`config.mk`:
```
export PLATFORM = sky130hd
export DESIGN_NAME = ssc_front
export DESIGN_NICKNAME = d
export VERILOG_FILES = /design/src/design/ssc_pkg.sv /design/src/design/ssc_front.sv
export SDC_FILE = /design/constraint.sdc
export NUM_CORES = 1
export LEC_CHECK = 0
export BUFFER_PORTS_ARGS = -buffer_cell sky130_fd_sc_hd__buf_2
export CORE_UTILIZATION = 40
export DETAILED_ROUTE_END_ITERATION = 16
export GPL_ROUTABILITY_DRIVEN = 0
export HOLD_SLACK_MARGIN = 0.15
export PLACE_DENSITY = 0.78
export SETUP_SLACK_MARGIN = 0.3
export SLEW_MARGIN = 20
export SYNTH_ARGS = -nofsm -noshare
export SYNTH_HDL_FRONTEND = slang
export SYNTH_SLANG_ARGS = --single-unit
```
`constraint.sdc`:
```
create_clock -name i_clk -period 5.92 [get_ports i_clk]
set_input_delay 0.888 -clock i_clk [delete_from_list [all_inputs] [get_ports i_clk]]
set_output_delay 0.888 -clock i_clk [all_outputs]
set_load 0.01 [all_outputs]
```
`src/design/ssc_pkg.sv`:
```
// ----------------------------------------------------------------------------
// ssc_pkg
// types and constants shared by the replacement unit's modules
// ----------------------------------------------------------------------------
package ssc_pkg;

    localparam int ADDR_W   = 48;
    localparam int DELTA_W  = 49;
    localparam int SETIN_W  = 11;
    localparam int WAYIN_W  = 4;
    localparam int MASK_W   = 16;
    localparam int CNT_W    = 2;
    localparam int SIG_SHIFT   = 2;
    localparam int GROUP_SHIFT = 6;
    localparam int RECIP_SHIFT = 24;

    localparam logic [1:0] RRPV_MAX = 2'd3;
    localparam logic [1:0] CNT_MAX  = 2'd3;

    localparam logic [1:0] CFG_STREAM_THR = 2'd0;
    localparam logic [1:0] CFG_REUSE_THR  = 2'd1;

    localparam logic CMD_QUERY  = 1'b0;
    localparam logic CMD_UPDATE = 1'b1;

    typedef struct packed {
        logic                 cmd;
        logic [SETIN_W-1:0]   set_index;
        logic [SETIN_W-1:0]   quot;
        logic [WAYIN_W-1:0]   way_index;
        logic [ADDR_W-1:0]    phys_addr;
        logic [ADDR_W-1:0]    pc;
        logic [ADDR_W-1:0]    evict_addr;
        logic                 hit;
        logic [MASK_W-1:0]    valid_mask;
    } t_item;

    typedef struct packed {
        logic [1:0] stream_thr;
        logic [1:0] reuse_thr;
    } t_cfg;

    typedef enum logic [2:0] {
        ST_CLEAR,
        ST_IDX,
        ST_RD1,
        ST_RD2,
        ST_EXEC
    } t_state;

endpackage

```
`src/design/ssc_front.sv`:
```
// ----------------------------------------------------------------------------
// ssc_front
// input queue, takes transfers and precomputes the set quotient
// ----------------------------------------------------------------------------
module ssc_front
    import ssc_pkg::*;
#(
    parameter int NUM_SETS = 2048
) (
    input  logic                  i_clk,
    input  logic                  i_rst_n,
    input  logic                  i_in_valid,
    output logic                  o_in_ready,
    input  logic                  i_cmd,
    input  logic [SETIN_W-1:0]    i_set_index,
    input  logic [WAYIN_W-1:0]    i_way_index,
    input  logic [ADDR_W-1:0]     i_phys_addr,
    input  logic [ADDR_W-1:0]     i_pc,
    input  logic [ADDR_W-1:0]     i_evict_addr,
    input  logic                  i_hit,
    input  logic [MASK_W-1:0]     i_valid_mask,
    output logic                  o_head_valid,
    output t_item                 o_head,
    input  logic                  i_pop
);

    localparam logic [RECIP_SHIFT:0] RECIP = (RECIP_SHIFT+1)'((64'd1 << RECIP_SHIFT) / NUM_SETS);
    localparam int PROD_W = SETIN_W + RECIP_SHIFT + 1;

    t_item             r_q [2];
    logic              r_wr_ptr, r_rd_ptr;
    logic [1:0]        r_cnt;
    logic [PROD_W-1:0] w_prod;
    logic              w_push;
    t_item             w_item;

    // quotient may fall one short, the back end corrects
    assign w_prod = PROD_W'(i_set_index) * PROD_W'(RECIP);
    assign w_push = i_in_valid && o_in_ready;

    always_comb begin
        w_item.cmd         = i_cmd;
        w_item.set_index   = i_set_index;
        w_item.quot        = w_prod[RECIP_SHIFT +: SETIN_W];
        w_item.way_index   = i_way_index;
        w_item.phys_addr   = i_phys_addr;
        w_item.pc          = i_pc;
        w_item.evict_addr  = i_evict_addr;
        w_item.hit         = i_hit;
        w_item.valid_mask  = i_valid_mask;
    end

    always_ff @(posedge i_clk) begin
        if (!i_rst_n) begin
            r_wr_ptr <= 1'b0;
            r_rd_ptr <= 1'b0;
            r_cnt    <= 2'd0;
        end else begin
            if (w_push) begin
                r_wr_ptr <= ~r_wr_ptr;
            end
            if (i_pop) begin
                r_rd_ptr <= ~r_rd_ptr;
            end
            r_cnt <= r_cnt + 2'(w_push) - 2'(i_pop);
        end
    end

    always_ff @(posedge i_clk) begin
        if (w_push) begin
            r_q[r_wr_ptr] <= w_item;
        end
    end

    assign o_in_ready   = (r_cnt != 2'd2);
    assign o_head_valid = (r_cnt != 2'd0);
    assign o_head       = r_q[r_rd_ptr];

endmodule

```
== Word level (Yosys, flattened, before mapping) ==
Memories as Yosys holds them, arrays and structs flattened. A register that Yosys moved wholly into a read port is not among the register bits.
Index checks and enable logic that the tools add are counted.
Operators by class
  div/mod/pow operators: 0
  magnitude comparators: 0
  bitwise logic cells: 2
  multiply operators: 0
  shift-type cells: 0
  muxes and demuxes: 4
  reduce and logical (&&, ||, !) cells: 2
  eq/ne operators: 1
  add/subtract/negate cells: 2
Operator list (number)
  $mux W1: 4
  $add A2 B1 Y2: 1
  $ne A2 B2 Y1 const B: 1
  $not A1 Y1: 2
  $reduce_bool A2 Y1: 1
  $sub A2 B1 Y2: 1
  $logic_and A1 B1 Y1: 1
Word-level totals
  logic and storage cells: 15
  bits in read-only memories: 0
  output and inout bits: 190
  bits in writable memories: 354
  bits in latches: 0
  bits in registers: 4
  input port bits: 181
  memories kept: 1
Memories
  r_q: depth 2, width 177, rd ports 1, clocked after memory_dff 1, write ports 1, line ssc_front.sv:30  | t_item r_q [2];

== Depth between registers and ports, before layout ==
Gate-level depths: netlist of run 1.
  depth in word-level cells: 4
  mapped depth: 7
  mapped depth without buffers: 7

== Worst setup path before layout of run 1 ==
No wires, ideal clock.
  path type: input to register
  start: in i_in_valid
  end: mem r_q[1][0] in the netlist's numbering (enable)
  required time: 5.360 ns
  path buffers: 0
  slack: 0.372 ns
  arrival time: 4.989 ns
  library setup time: 0.560 ns
  stages: 1
  cell sequence: and3_1
On the way
  longest elaborated chain between the ends: 3
Ends and longest elaborated chain
  start: declaration: line ssc_front.sv:12  | input logic i_in_valid,
  $logic_and A1 B1 Y1: line ssc_front.sv:39  | assign w_push = i_in_valid && o_in_ready;
  $mux W1: line ssc_front.sv:70  | if (w_push) begin
  $mux W1 (implied by the code): line ssc_front.sv:71  | r_q[r_wr_ptr] <= w_item;
  end: declaration: line ssc_front.sv:30
No other way between the ends.

==> results.ini, run 1 <==
[logic_synthesis]
mean_instance_size_in_the_synthesized_netlist_sq_um=23.12
share_of_cell_area_taken_by_muxes_after_synthesis_pct=18.23
synth-compound-area-share_pct=0.3296
synth_xor_area_share_pct=0.1282
synth_ff_type=sky130_fd_sc_hd__edfxtp_1
yosysSeqAreaShare_pct=78.53
syn_area_sq_um=13660
yosys.area_share.adder_pct=0.09157
synth_edf_count=354
synth.area.top_cells=sky130_fd_sc_hd__edfxtp_1 (78%), sky130_fd_sc_hd__mux2_4 (14%), sky130_fd_sc_hd__mux2_2 (3.9%)
synth_simple_gate_area_share_pct=0.5402
synth.ff_latch_count=359
synth.largest_area_cell=sky130_fd_sc_hd__edfxtp_1
synth_async_sr_flop_share_pct=0
synth.yosys.warnings=0
yosysTopAreaCellShare_pct=77.80
postSynthCellCount=591
synth_cell_types=26
synth_top_family_by_area=multiplexers

[setup_path]
path_max_fanout=39
timing.critical_path.cells=buf_4 > mux2_2 > buf_2
worst_setup_path_end_kind=primary output
worstPathArrival_ns=2.40
worst-setup-path-type=flop to primary output
worstSetupStartpointType=flop
cp_slowest_cell=sky130_fd_sc_hd__buf_4
critical-path-top-delay-family=buffers and inverters
critical-path-max-stage-delay_ns=0.67
worst_ep_required_time_ns=5.03
critPathBufInv=2

[timing]
min_period_ns=3.288
timing.slew.headroom_pct=33.16
final-hold-violation-count=0
finClkSkew_ns=0.01543
min_period_over_period_pct=55.53
rsz0062_at_grt=false
tns_ns=0
finalSetupViolCount=0
clock.fmax_ghz=0.3042
pin_slew_with_the_least_headroom_to_its_limit_ns=1.003
slew_viol_final=0

[routing]
drt_first_iter_violations=284
remaining_drc_errors=0
drt-pass1-iter-count=5
routed_wirelength_mm=26.18
dr_total_vias=6724
vias_per_cell=4.628
ant_nets=0
avgRoutedWirePerCell_microns=18.02

[cts]
cts_made_buffers=38
ctsHtreeMaxLevel=2
post_cts_buffers=0
cts-resized-gates=0
clk_root_buffer_cell=sky130_fd_sc_hd__clkbuf_16
clock_path_buffers=3
worst_setup_hold_path_clk_slew_ns=0.06
hold_bufs_at_cts=0
tritoncts=yes
cts.sinks=359
clk-insertion-delay-late_ns=0.51

[power_and_ir_drop]
cell_internal_pwr_w=0.004829
part_of_the_total_power_dissipated_in_the_clock_network_pct=36.8
cellPowerDensity_nw_per_um2=364.1
switching_power_w=0.001393
power_leakage_nw=6.660
power.sequential.fraction_pct=50.0
worst_ir_drop_vdd_uv=317.7
finalPower_w=0.006222
sw_frac_of_total_pct=22.39
comb_power_share_pct=13.2

[hold_path]
class_of_the_tightest_hold_or_removal_check=input pin to flop

[die]
die_height_microns=186.8
fp.dieArea_sq_um=34900
core_sq_um=33530
chipWidth_microns=186.8
ioPinCount=371
rows=67
initial_core_util_pct=40.75

[global_route]
grtUsageTotal_pct=14.73
first_global_vias=7043
grt_max_degree=105
grt-ovfl-total=0
grt_first_pass_wirelength_mm=39.34
antenna_found_initial=5

[finish]
ff_latch_area_sq_um=10730
final_layout_size_suffix_gt1_share_pct=59.94
areaGrowthSynthToFinish_pct=25.06
fillers=2727
post_route_cell_area_sq_um=17090
multiInputGateArea_sq_um=2686
final_cell_mix=sky130_fd_sc_hd__buf_2 (359), sky130_fd_sc_hd__edfxtp_1 (354), sky130_fd_sc_hd__mux2_4 (130), sky130_fd_sc_hd__mux2_2 (47), sky130_fd_sc_hd__clkbuf_16 (41)
mostFrequentLayoutCell=sky130_fd_sc_hd__buf_2
design.final.nets=1158
finish.utilization_pct=50.96
layoutNonFillerInstCount=1453

[status]
outcome=finished clean

[placement]
dp_hpwl_mm=17.60
port_buffers=359
placedCellCount=1384
place_area_sq_um=15870

[job]
maxCapViolCount=0

==> state kept, by name, indices dropped and copies added, names as in the netlist, named ones only <==
signal	flops
r_rd_ptr	1
r_q	354
r_cnt	2
r_wr_ptr	1
==> worst register-to-register path, stage by stage (launching register included) <==
cell and delay, ns:
sky130_fd_sc_hd__dfxtp_1 0.39, sky130_fd_sc_hd__nand2b_1 0.24, sky130_fd_sc_hd__nand3b_1 0.20, sky130_fd_sc_hd__inv_6 0.72, sky130_fd_sc_hd__buf_4 0.68
==> logic make-up (layout without fill, tap and decap cells) <==
group                      Yosys count  count (layout)
DFF                                359             359
muxes                              178             178
buffers and inverters               33             433
and+or+nand+nor                     12              12
AOI/OAI and AO/OA                    5               5
xor gates and xnor gates             2               2
adders and majority gates            1               1
other                                1              15
==> final cells by class <==
type / instances / share of cell area, %
Sequential cell: 359 / 62.81
Multi-Input combinational cell: 209 / 15.72
Clock inverter: 17 / 0.9299
Tap cell: 448 / 3.280
Antenna cell: 4 / 0.05857
Clock buffer: 48 / 6.158
Inverter: 2 / 0.07322
Timing Repair Buffer: 366 / 10.97
==> cell usage after synthesis, drive strengths merged, types with 2 or more instances <==
master and count:
buf 31, nand3b 2, mux2 177, nand2 2, and2 3, inv 2, edfxtp 354, a21boi 2
dfxtp 5
==> power by group through the flow <==
stage,Combinational [W],Sequential (W),Clock [W]
after floorplan,0.000529,0.00317,0
after CTS,0.000839,0.00311,0.00235
after detailed placement,0.000835,0.00316,0
after global routing,0.000881,0.00313,0.00245
after global placement,0.000825,0.00315,0
final,0.000822,0.00311,0.00229
==> through the flow <==
step                      hold WS [ns]  setup slack (ns)
after CTS                       0.5350             2.550
after global placement          0.5590             2.901
final                           0.5631             2.632
after global routing            0.5285             2.496
after floorplan                 0.5285            0.3716
after detailed placement        0.5795             2.846
==> worst paths after layout <==
path                         from          end  slack [ns]  cells after the start
setup reg to reg         r_cnt[0]  r_q[0][171]        3.30                      4
setup / recovery             flop    o_head[5]        2.63                      3
hold / removal    i_phys_addr[33]  r_q[0][146]        0.56                      1
hold reg to reg          r_rd_ptr         flop        0.59                      2
==> per-layer routing <==
metal	vias up	share of wire [%]	GRT usage (%)	routed length, microns
met4	2	1.9	4.351	506
met2	281	50	25.57	13090
met5	-	0.046	0	12
met1	3297	38	16.72	10070
met3	37	9.5	5.797	2497
li1	3107	-	-	-
No activity file was read; power rests on OpenSTA's default activity.
==> run 2, diff against run 1 <==
Settings changed: ABC_AREA set to 1, PLACE_DENSITY 0.78 to 0.76.
Clock period 5.92 ns to 3.4 ns, I/O delays scaled along.
==> run 2 against run 1 <==
Against the previous run:
- sequential power increased by 74%
- routed wire length increased by 4.1%
- non-clock buffer count increased by 8
- flip-flop and latch count unchanged
- first-iteration DRC count increased by 21%
- combinational power increased by 75%
- design area increased by 0.59%
- synthesized area decreased by 0.30%
- core utilization increased by 0.30 points
- synthesized cell count increased by 0.68%
- worst hold slack got worse by 0.38 ns
- largest cell class unchanged
- largest power group unchanged
==> results.ini, run 2 <==
[power_and_ir_drop]
cellPowerDensity_nw_per_um2=630.4
power_leakage_nw=6.714
worst_ir_drop_vdd_uv=528.7
switching_power_w=0.002438
sw_frac_of_total_pct=22.50
comb_power_share_pct=13.3
power.sequential.fraction_pct=49.9
cell_internal_pwr_w=0.008399
part_of_the_total_power_dissipated_in_the_clock_network_pct=36.8

[finish]
final_cell_mix=sky130_fd_sc_hd__buf_2 (359), sky130_fd_sc_hd__edfxtp_1 (354), sky130_fd_sc_hd__mux2_4 (130), sky130_fd_sc_hd__mux2_2 (47), sky130_fd_sc_hd__clkbuf_16 (41)
mostFrequentLayoutCell=sky130_fd_sc_hd__buf_2
largest_register_ffs=354
final_layout_size_suffix_gt1_share_pct=59.94
design.final.nets=1171
finish.utilization_pct=51.26
regMostFlops=r_q
layoutNonFillerInstCount=1462
top_regs=r_q: 354 flops, r_cnt: 2 flops
areaGrowthSynthToFinish_pct=26.18

[timing]
final-hold-violation-count=0
min_period_over_period_pct=77.35
min_period_ns=2.630
final.hold.worst_slack_ns=0.1791
slew_viol_final=0
pin_slew_with_the_least_headroom_to_its_limit_ns=0.7563
finalSetupViolCount=0
tns_ns=0
rsz0062_at_grt=false
timing.slew.headroom_pct=49.46
finClkSkew_ns=0.01533
clock.fmax_ghz=0.3803

[setup_path]
worstPathArrival_ns=2.12
worstSetupStartpointType=flop
worst-setup-path-type=flop to primary output
path_max_fanout=52
worst_ep_required_time_ns=2.89
worst_setup_path_end_kind=primary output

[logic_synthesis]
postSynthCellCount=595
synth_async_sr_flop_share_pct=0
synth_top_cells_by_count=sky130_fd_sc_hd__edfxtp_1 (354), sky130_fd_sc_hd__mux2_4 (130), sky130_fd_sc_hd__mux2_2 (47)
synth_cell_types=16
synth.area.top_cells=sky130_fd_sc_hd__edfxtp_1 (78%), sky130_fd_sc_hd__mux2_4 (14%), sky130_fd_sc_hd__mux2_2 (3.9%)
yosysTopAreaCellShare_pct=78.03
synth.yosys.warnings=0
synth.largest_area_cell=sky130_fd_sc_hd__edfxtp_1
synth_ff_type=sky130_fd_sc_hd__edfxtp_1
syn_area_sq_um=13620
synthMostInstantiatedCell=sky130_fd_sc_hd__edfxtp_1
synth.ff_latch_count=359
yosysSeqAreaShare_pct=78.77
mean_instance_size_in_the_synthesized_netlist_sq_um=22.90
synth_edf_count=354

[routing]
routed_wirelength_mm=27.26
drt-pass1-iter-count=4
avgRoutedWirePerCell_microns=18.64
drt_first_iter_violations=343
vias_per_cell=4.624
ant_nets=0
dr_total_vias=6760
remaining_drc_errors=0

[placement]
port_buffers=359
placedCellCount=1396
dp_hpwl_mm=18.53

[die]
core_sq_um=33530
ioPinCount=371
chipWidth_microns=186.5
die_height_microns=186.5
fp.dieArea_sq_um=34800
rows=67
initial_core_util_pct=40.63

[global_route]
groute.layer.met1.usage_pct=16.83
first_global_vias=7166
grtUsageMet2_pct=27.27
grtUsageTotal_pct=15.14
antenna_found_initial=7
grt-ovfl-total=0
grt_util_met3_pct=5.022
grt_first_pass_wirelength_mm=40.05
grt.busiest_layer=met2
grt_max_degree=96

[status]
outcome=finished clean

[job]
maxCapViolCount=0

[cts]
clk_root_buffer_cell=sky130_fd_sc_hd__clkbuf_16
cts_made_buffers=39
tritoncts=yes
ctsHtreeMaxLevel=2
post_cts_buffers=0
clock_path_buffers=3
cts-resized-gates=0
clk-insertion-delay-late_ns=0.51
worst_setup_hold_path_clk_slew_ns=0.06
hold_bufs_at_cts=0
cts.sinks=359

[hold_path]
class_of_the_tightest_hold_or_removal_check=input pin to flop

## run 2: cell count changes after synthesis, moves of 2 or more
cell                       delta
sky130_fd_sc_hd__nand2_1      +7
sky130_fd_sc_hd__inv_1        +5
sky130_fd_sc_hd__nor2_1       +4
sky130_fd_sc_hd__and2_1       -3
sky130_fd_sc_hd__a21oi_1      +2
sky130_fd_sc_hd__nand3b_1     -2
## run 2: worst paths after layout
check	startpoint	end	slack (ns)	cells after the start
worst max-delay path	flop	o_head[98]	0.77	3
worst min-delay path	i_set_index[7]	r_q[0][172]	0.18	1
worst max register to register	r_cnt[0]	r_q[1][152]	1.48	5
worst min register to register	r_rd_ptr	flop	0.51	2
## run 2: cells by family (layout without fill, tap and decap cells)
| group | after synthesis | after routing | synth area share (%) |
|---|---|---|---|
| flip-flops | 359 | 359 | 78.77 |
| multiplexers | 177 | 177 | 18.21 |
| buffers and inverters | 38 | 444 | 2.269 |
| AND/OR/NAND/NOR | 15 | 15 | 0.4315 |
| AO/OA/AOI/OAI | 2 | 2 | 0.07348 |
| XOR/XNOR | 2 | 2 | 0.1286 |
| adder cells (fa/ha/maj) | 1 | 1 | 0.09183 |
| other | 1 | 14 | 0.02753 |
## run 2: metal layers
| metal | part of all wire, % | vias to the layer above | routed length, microns |
|---|---|---|---|
| met4 | 2.4 | 8 | 658 |
| met5 | 0.18 | - | 50 |
| met1 | 38 | 3312 | 10330 |
| met3 | 8.0 | 59 | 2171 |
| li1 | - | 3109 | - |
| met2 | 52 | 272 | 14050 |
## run 2: layout make-up
| class | instances | area [sq um] |
|---|---|---|
| antenna | 3 | 7.507 |
| clock buffer | 47 | 1049 |
| clock inverter | 16 | 155.1 |
| fill | 2743 | 16340 |
| inverter | 7 | 26.28 |
| multi-input combinational | 208 | 2660 |
| sequential | 359 | 10730 |
| tap | 448 | 560.5 |
| timing repair buffer | 374 | 1997 |
## run 2: power by group through the flow
stage                     clock network [W]  logic [W]  registers, W
after floorplan                           0   0.000914       0.00548
after global placement                    0    0.00144       0.00548
after detailed placement                  0    0.00146       0.00550
after CTS                           0.00411    0.00147       0.00541
after global routing                0.00427    0.00154       0.00543
final                               0.00399    0.00144       0.00540
## run 2: critical path, stage by stage (launching register included)
cell and delay, ns:
sky130_fd_sc_hd__dfxtp_4 0.64, sky130_fd_sc_hd__buf_12 0.39, sky130_fd_sc_hd__mux2_4 0.35, sky130_fd_sc_hd__buf_2 0.14
## run 2: through the flow
| stage | total power, W | setup WS (ns) | area [sq um] |
|---|---|---|---|
| 6_report | 0.01084 | 0.7703 | 17190 |
| 3_5_place_dp | 0.006963 | 1.239 | 15980 |
| 2_1_floorplan | 0.006390 | -0.2230 | 13700 |
| 5_1_grt | 0.01124 | 0.6685 | 17190 |
| 3_3_place_gp | 0.006924 | 1.259 | 15980 |
| 4_1_cts | 0.01099 | 0.6945 | 17180 |
